## config.mk

```make
export PLATFORM = sky130hd
export DESIGN_NAME = sync_length_frame_parser_sum8
export DESIGN_NICKNAME = d
export VERILOG_FILES = /design/src/sv/slfp_pkg.sv /design/src/sv/sync_length_frame_parser_sum8.sv
export SDC_FILE = /design/constraint.sdc
export NUM_CORES = 1
export LEC_CHECK = 0
export BUFFER_PORTS_ARGS = -buffer_cell sky130_fd_sc_hd__buf_2
export CORE_ASPECT_RATIO = 0.7
export CORE_MARGIN = 10
export CORE_UTILIZATION = 40
export CTS_BUF_LIST = sky130_fd_sc_hd__clkbuf_8
export CTS_CLUSTER_SIZE = 16
export DETAILED_ROUTE_END_ITERATION = 10
export PLACE_DENSITY = 0.58
export SETUP_SLACK_MARGIN = 0.3
export SYNTH_ARGS = -nofsm -noshare
export SYNTH_HDL_FRONTEND = slang
export SYNTH_SLANG_ARGS = --single-unit
```

## constraint.sdc

```tcl
create_clock -name i_clk -period 7.4 [get_ports i_clk]
set_input_delay 0.37 -clock i_clk [delete_from_list [all_inputs] [get_ports i_clk]]
set_output_delay 0.37 -clock i_clk [all_outputs]
set_load 0.03 [all_outputs]
```

## src/sv/slfp_pkg.sv

```systemverilog
`timescale 1ns / 1ps

package slfp_pkg;

    localparam int COUNTER_WIDTH = 32;
    localparam int CNT_FIELD_W   = 32;
    localparam int BYTE_W        = 8;
    localparam int VERDICT_W     = 2;
    localparam int CFG_INDEX_W   = 2;

    localparam int M_TDATA_FIELDS_W = 4 * BYTE_W + VERDICT_W + 4 * CNT_FIELD_W;
    localparam int M_TDATA_W        = ((M_TDATA_FIELDS_W + 7) / 8) * 8;

    localparam logic [BYTE_W-1:0] SYNC_BYTE = 8'hDF;

    localparam logic [BYTE_W-1:0] RST_POSE_TYPE    = 8'd1;
    localparam logic [BYTE_W-1:0] RST_STATE_TYPE   = 8'd2;
    localparam logic [BYTE_W-1:0] RST_POSE_LENGTH  = 8'd24;
    localparam logic [BYTE_W-1:0] RST_STATE_LENGTH = 8'd10;

    typedef enum logic [CFG_INDEX_W-1:0] {
        CFG_POSE_TYPE    = 2'd0,
        CFG_STATE_TYPE   = 2'd1,
        CFG_POSE_LENGTH  = 2'd2,
        CFG_STATE_LENGTH = 2'd3
    } t_cfg_index;

    typedef enum logic [2:0] {
        PH_SYNC    = 3'd0,
        PH_TYPE    = 3'd1,
        PH_LENGTH  = 3'd2,
        PH_PAYLOAD = 3'd3,
        PH_CHECK   = 3'd4
    } t_phase;

    typedef enum logic [VERDICT_W-1:0] {
        VERDICT_ACCEPTED     = 2'd0,
        VERDICT_CHECKSUM_ERR = 2'd1,
        VERDICT_UNKNOWN_TYPE = 2'd2,
        VERDICT_LENGTH_ERR   = 2'd3
    } t_verdict;

    typedef enum logic {
        KIND_PAYLOAD = 1'b0,
        KIND_VERDICT = 1'b1
    } t_kind;

    typedef logic [COUNTER_WIDTH-1:0] t_count;

    // Zero-extend a counter to the width of its output field.
    function automatic logic [CNT_FIELD_W-1:0] cnt_zext(input t_count c);
        logic [CNT_FIELD_W-1:0] r;
        r = '0;
        r[COUNTER_WIDTH-1:0] = c;
        return r;
    endfunction

endpackage

```

## src/sv/sync_length_frame_parser_sum8.sv

```systemverilog
`timescale 1ns / 1ps

// Sync/type/length frame parser with an 8-bit additive checksum.
//
// Slave channel: one received serial byte per transfer on s_axis_tdata.
// Frames are sync 0xDF, type, length, payload bytes, checksum byte; the
// checksum is the wrapping 8-bit sum of type, length and payload bytes.
// Master channel: one transfer per payload byte (tuser = 0) carrying the byte
// and its index, and one per checksum byte (tuser = 1) carrying the verdict.
// Both carry the frame type/length and the four wrapping frame counters.
// Sync and header bytes, and bytes outside a frame, produce no transfer.
// Configuration: i_cfg_we writes register i_cfg_index with i_cfg_data.
//
// A result appears on the master side in the cycle after its byte is
// taken. Throughput: one byte per cycle; the parse state and running sum are
// updated in the same cycle as the byte, and a single output register holds
// the result. When the receiver stalls with a result pending, s_axis_tready
// drops until that result is taken; the pending result holds steady.
// Reset (synchronous, active low) clears the parser to waiting for sync,
// zeroes the counters and restores the register defaults.
module sync_length_frame_parser_sum8 (
    input  logic                                i_clk,
    input  logic                                i_rst_n,
    input  logic                                i_cfg_we,
    input  logic [slfp_pkg::CFG_INDEX_W-1:0]    i_cfg_index,
    input  logic [slfp_pkg::BYTE_W-1:0]         i_cfg_data,
    input  logic                                s_axis_tvalid,
    output logic                                s_axis_tready,
    // tdata: rx_byte [7:0]
    input  logic [slfp_pkg::BYTE_W-1:0]         s_axis_tdata,
    output logic                                m_axis_tvalid,
    input  logic                                m_axis_tready,
    // tdata, lowest bit up: data_byte [7:0], byte_index [15:8],
    // frame_type [23:16], frame_length [31:24], verdict [33:32],
    // good_frame_count [65:34], checksum_error_count [97:66],
    // unknown_type_count [129:98], length_error_count [161:130],
    // zero fill [167:162]
    output logic [slfp_pkg::M_TDATA_W-1:0]      m_axis_tdata,
    // tuser: result_kind [0]
    output logic                                m_axis_tuser
);

    import slfp_pkg::*;

    // Configuration registers
    logic [BYTE_W-1:0] r_pose_type, r_state_type, r_pose_length, r_state_length;

    // Parse state
    t_phase            r_phase, n_phase;
    logic [BYTE_W-1:0] r_held_type, n_held_type;
    logic [BYTE_W-1:0] r_held_length, n_held_length;
    logic [BYTE_W-1:0] r_position, n_position;
    logic [BYTE_W-1:0] r_sum, n_sum;
    t_count            r_good, n_good;
    t_count            r_cks_err, n_cks_err;
    t_count            r_unk_type, n_unk_type;
    t_count            r_len_err, n_len_err;

    // Result register
    logic                 r_out_valid;
    logic                 r_out_kind;
    logic [M_TDATA_W-1:0] r_out_data;

    logic                 in_xfer;
    logic                 res_valid;
    t_kind                res_kind;
    logic [BYTE_W-1:0]    res_byte;
    logic [BYTE_W-1:0]    res_index;
    t_verdict             res_verdict;
    logic [BYTE_W-1:0]    need_length;
    logic [BYTE_W-1:0]    pos_inc;

    // Accept while the output register is empty or being drained this cycle.
    assign s_axis_tready = !r_out_valid || m_axis_tready;
    assign in_xfer       = s_axis_tvalid && s_axis_tready;

    always_ff @(posedge i_clk) begin
        if (!i_rst_n) begin
            r_pose_type    <= RST_POSE_TYPE;
            r_state_type   <= RST_STATE_TYPE;
            r_pose_length  <= RST_POSE_LENGTH;
            r_state_length <= RST_STATE_LENGTH;
        end else if (i_cfg_we) begin
            case (t_cfg_index'(i_cfg_index))
                CFG_POSE_TYPE:    r_pose_type    <= i_cfg_data;
                CFG_STATE_TYPE:   r_state_type   <= i_cfg_data;
                CFG_POSE_LENGTH:  r_pose_length  <= i_cfg_data;
                CFG_STATE_LENGTH: r_state_length <= i_cfg_data;
                default: ;
            endcase
        end
    end

    // Pose check wins when both type codes are equal.
    assign need_length = (r_held_type == r_pose_type) ? r_pose_length : r_state_length;
    assign pos_inc     = r_position + 8'd1;

    always_comb begin
        n_phase       = r_phase;
        n_held_type   = r_held_type;
        n_held_length = r_held_length;
        n_position    = r_position;
        n_sum         = r_sum;
        n_good        = r_good;
        n_cks_err     = r_cks_err;
        n_unk_type    = r_unk_type;
        n_len_err     = r_len_err;
        res_valid     = 1'b0;
        res_kind      = KIND_PAYLOAD;
        res_byte      = '0;
        res_index     = '0;
        res_verdict   = VERDICT_ACCEPTED;

        if (in_xfer) begin
            case (r_phase)
                PH_SYNC: begin
                    if (s_axis_tdata == SYNC_BYTE) begin
                        n_phase = PH_TYPE;
                    end
                end
                PH_TYPE: begin
                    n_held_type = s_axis_tdata;
                    n_sum       = s_axis_tdata;
                    n_phase     = PH_LENGTH;
                end
                PH_LENGTH: begin
                    n_held_length = s_axis_tdata;
                    n_sum         = r_sum + s_axis_tdata;
                    n_position    = '0;
                    // An empty payload goes straight to the checksum byte.
                    n_phase       = (s_axis_tdata == '0) ? PH_CHECK : PH_PAYLOAD;
                end
                PH_PAYLOAD: begin
                    n_sum      = r_sum + s_axis_tdata;
                    res_valid  = 1'b1;
                    res_kind   = KIND_PAYLOAD;
                    res_byte   = s_axis_tdata;
                    res_index  = r_position;
                    n_position = pos_inc;
                    if (pos_inc == r_held_length) begin
                        n_phase = PH_CHECK;
                    end
                end
                PH_CHECK: begin
                    res_valid = 1'b1;
                    res_kind  = KIND_VERDICT;
                    // A bad checksum hides the type check.
                    if (s_axis_tdata != r_sum) begin
                        n_cks_err   = r_cks_err + 1'b1;
                        res_verdict = VERDICT_CHECKSUM_ERR;
                    end else if (r_held_type == r_pose_type ||
                                 r_held_type == r_state_type) begin
                        if (r_held_length == need_length) begin
                            n_good      = r_good + 1'b1;
                            res_verdict = VERDICT_ACCEPTED;
                        end else begin
                            n_len_err   = r_len_err + 1'b1;
                            res_verdict = VERDICT_LENGTH_ERR;
                        end
                    end else begin
                        n_unk_type  = r_unk_type + 1'b1;
                        res_verdict = VERDICT_UNKNOWN_TYPE;
                    end
                    n_phase       = PH_SYNC;
                    n_held_length = '0;
                    n_position    = '0;
                    n_sum         = '0;
                end
                default: begin
                    // Unused phase codes: drop the byte and restart.
                    n_phase       = PH_SYNC;
                    n_held_length = '0;
                    n_position    = '0;
                    n_sum         = '0;
                end
            endcase
        end
    end

    always_ff @(posedge i_clk) begin
        if (!i_rst_n) begin
            r_phase       <= PH_SYNC;
            r_held_type   <= '0;
            r_held_length <= '0;
            r_position    <= '0;
            r_sum         <= '0;
            r_good        <= '0;
            r_cks_err     <= '0;
            r_unk_type    <= '0;
            r_len_err     <= '0;
        end else begin
            r_phase       <= n_phase;
            r_held_type   <= n_held_type;
            r_held_length <= n_held_length;
            r_position    <= n_position;
            r_sum         <= n_sum;
            r_good        <= n_good;
            r_cks_err     <= n_cks_err;
            r_unk_type    <= n_unk_type;
            r_len_err     <= n_len_err;
        end
    end

    // Output register: load on a result, clear when drained.
    always_ff @(posedge i_clk) begin
        if (!i_rst_n) begin
            r_out_valid <= 1'b0;
        end else if (res_valid) begin
            r_out_valid <= 1'b1;
        end else if (m_axis_tready) begin
            r_out_valid <= 1'b0;
        end
    end

    // Frame type/length come from the held header, before a verdict clears the held length.
    always_ff @(posedge i_clk) begin
        if (res_valid) begin
            r_out_kind <= res_kind;
            r_out_data <= {
                {(M_TDATA_W - M_TDATA_FIELDS_W){1'b0}},
                cnt_zext(n_len_err),
                cnt_zext(n_unk_type),
                cnt_zext(n_cks_err),
                cnt_zext(n_good),
                res_verdict,
                r_held_length,
                r_held_type,
                res_index,
                res_byte
            };
        end
    end

    assign m_axis_tvalid = r_out_valid;
    assign m_axis_tdata  = r_out_data;
    assign m_axis_tuser  = r_out_kind;

endmodule

```

==> results.json <==
{
  "run_status": "finished, final reports clean",
  "clock-skew-final_ps": 30.0,
  "synthToLayoutAreaGrowth_pct": 16.3,
  "clock_sinks": 359,
  "die_area_um2": 46600,
  "postCtsSetupBuffers": 0,
  "effective_utilization_at_floorplan_pct": 40.9,
  "post-route-period-util_pct": 49.6,
  "route.detailed.vias_per_inst": 5.07,
  "synth_top_cell_by_area": "edfxtp_1",
  "cts.path.max_buffers": 3,
  "dominantRegCellSynth": "dfxtp_1",
  "cts_repair_resize_count": 0,
  "critical_path_arrival_ps": 3900,
  "tritoncts": "yes",
  "timing.critical_path.slowest_stage_cell": "nand2_4",
  "detail_route.first_pass.iterations": 5,
  "setup_total_negative_slack_ps": 0,
  "worst_slew_pin_slew_ps": 1130,
  "netlist-cell-type-count": 60,
  "rsz0062_at_grt": "false",
  "drc": 0,
  "synthesis.area_per_instance_um2": 11.3,
  "die_width_um": 254,
  "core.rowCount": 59,
  "gpl.final_weighted_congestion": 0.807,
  "yosys_register_bits": 359,
  "max_clock_freq_mhz": 272,
  "first_global_vias": 10400,
  "max-vdd-ir-drop_uv": 139,
  "path_cells": "nor2b_1 -> nor2_1 -> nand3_1 -> nand2_4 -> buf_4",
  "mappedNetlistArea_um2": 15300,
  "postCtsHoldBufs": 0,
  "hold_viol_final": 0,
  "asyncSetResetFlopFracSynth_pct": 0,
  "core_area_um2": 37400,
  "yosysWarningCount": 0,
  "hold_slack_ps": 66.8,
  "synth_top_cells_by_area": "edfxtp_1 (32%), dfxtp_1 (26%), xnor2_1 (6.9%)",
  "synth_top_area_share_pct": 32.0,
  "worst_hold_depth": 3,
  "routed_wl_um": 37900,
  "tritoncts.num_buffers": 56,
  "place_hpwl_um": 26100,
  "num_antenna_cells": 0,
  "final_max_slew_viol_count": 0,
  "edff_count_synth": 163,
  "hold_path_class": "input port to flop",
  "total_power_mw": 4.44,
  "critPathCaptureType": "flop",
  "synth.yosys.seq_area_share_pct": 57.6,
  "cellLeakagePower_nw": 7.10,
  "grt.total_usage_pct": 16.0,
  "dr.first_iter.drc_count": 673,
  "cts-htree-levels": 2,
  "antenna_found_initial": 0,
  "overflow": 0,
  "cpPeakStageDelay_ps": 850,
  "clk_latency_ps": 610,
  "fillerInstances": 3457,
  "max-slew-margin-rel_pct": 24.6,
  "timing_worst_setup_path_type": "flop to flop",
  "syn_inst": 1359,
  "design.final.nets": 1591,
  "r2r-start": "m_axis_tvalid",
  "final_layout_size_suffix_gt1_share_pct": 18.7,
  "num_vias": 10600,
  "num_io_pins": 194,
  "layout.cells.non_filler": 2089,
  "placedCellCount": 1985,
  "max_cap_viol_count": 0,
  "detail_route.wl_per_cell_um": 18.1,
  "power_per_cell_area_nw_per_um2": 249,
  "worstPathMaxFanout": 62,
  "drtAntennaViolNets": 0,
  "min_from": "i_cfg_data[3]",
  "grt_start_max_net_pins": 103,
  "fin_crit_ps": 3670,
  "report.final.setup_viol": 0,
  "startpoint_type": "flop",
  "critPathLaunch": "m_axis_tvalid",
  "grt_pass1_wl_um": 59500,
  "die_height_um": 184,
  "r2r.worst_path.cells": 5,
  "cts_root_buf": "clkbuf_8",
  "post-route-util_pct": 47.6,
  "count_of_port_buffers_added_during_placement": 187,
  "clock_slew_at_reported_path_ffs_ps": 60,
  "cp_data_required_time_ps": 7630
}
-- per-layer routing --
layer	track usage, %	vias up	wire length, µm
li1	-	5162	-
met1	22.4	5111	18200
met4	4.56	0	794
met5	0	-	0
met2	24.3	253	16600
met3	3.49	58	2330
-- logic make-up after synthesis --
kind of cell / count (synthesis) / synth area share (%)
adders and majority gates: 13 / 1.11
xor gates and xnor gates: 169 / 9.72
AOI/OAI and AO/OA: 107 / 5.37
other: 1 / 0.0245
DFF: 359 / 57.6
buffers and inverters: 80 / 2.27
and+or+nand+nor: 583 / 20.8
muxes: 47 / 3.11
-- where the power goes --
group | switching [mW] | leakage (nW) | total (mW) | internal (mW)
combinational | 0.359 | 3.29 | 0.504 | 0.145
sequential | 0.0534 | 3.14 | 2.23 | 2.18
clock | 0.775 | 0.663 | 1.70 | 0.928
total | 1.19 | 7.10 | 4.44 | 3.25
-- synthesized netlist by cell type (3+ instances only) --
cell,n
nor2_1,36
mux2_2,5
a221oi_1,3
and4_1,14
dfxtp_1,196
mux2i_1,42
nor3_1,23
o211a_1,3
nand3_1,71
edfxtp_1,163
a22oi_1,12
nor4_1,5
o21ai_0,11
xnor2_1,121
nand2b_1,31
nand4_1,46
nor3b_1,5
a21oi_1,17
clkbuf_1,44
nor2b_1,25
buf_2,5
or2_2,5
or3_1,4
buf_4,9
a21boi_0,27
xor2_1,47
or4_1,4
and2_1,129
and3_1,33
a2111oi_0,4
a2111oi_2,6
o221a_2,3
a221o_1,3
inv_1,19
ha_1,12
nand2_1,142
-- registers in the layout, indices dropped and copies added, names as in the netlist --
name	cells
r_position	8
r_cks_err	32
m_axis_tuser	1
r_pose_length	8
r_pose_type	8
m_axis_tvalid	1
m_axis_tdata	162
r_unk_type	32
r_len_err	32
r_held_type	8
r_held_length	8
r_phase	3
r_state_length	8
r_good	32
r_sum	8
r_state_type	8
-- worst max-delay path, delay by kind of cell, from the launching register on --
| family | cells | cell delay (ps) |
|---|---|---|
| flip-flops | 1 | 300 |
| buffers and inverters | 1 | 770 |
| AND/OR/NAND/NOR | 4 | 2180 |
-- cell type report --
| type | instances | area [µm²] | area share, % |
|---|---|---|---|
| inverter | 19 | 71.3 | 0.401 |
| clock buffer | 64 | 881 | 4.95 |
| multi-input combinational | 925 | 6160 | 34.6 |
| timing repair buffer | 194 | 991 | 5.57 |
| sequential | 359 | 8820 | 49.5 |
| clock inverter | 40 | 265 | 1.49 |
| tap | 488 | 611 | 3.43 |
-- worst paths after layout --
path / to / slack [ps]
max: m_axis_tdata[59] / 3730
min: r_pose_length[3] / 70
max reg2reg: m_axis_tdata[59] / 3730
min reg2reg: r_state_length[7] / 470
-- cells in the final DEF (no fill, tap or decap), types with 6 or more instances in the layout --
cell,netlist,routed
xor2_1,47,47
a21boi_0,27,27
inv_1,19,38
nand3_1,71,71
and4_1,14,14
mux2i_1,42,42
o21ai_0,11,11
a2111oi_2,6,6
buf_4,9,8
nand2_1,142,141
dfxtp_1,196,196
buf_2,5,186
a21oi_1,17,17
nor2_1,36,36
clkbuf_8,0,64
conb_1,1,6
ha_1,12,12
xnor2_1,121,121
nand2b_1,31,31
and3_1,33,33
nor3_1,23,23
clkinv_2,0,8
edfxtp_1,163,163
a22oi_1,12,12
clkinv_1,0,9
nor2b_1,25,25
and2_1,129,129
nand4_1,46,46
-- per-stage QoR --
stage | setup slack, ps | cell area [µm²]
6_report | 3730 | 17800
4_1_cts | 3700 | 17800
3_3_place_gp | 3610 | 16700
2_1_floorplan | 2140 | 15300
5_1_grt | 3410 | 17800
3_5_place_dp | 3470 | 16700
No activity file was read; power rests on OpenSTA's default activity.
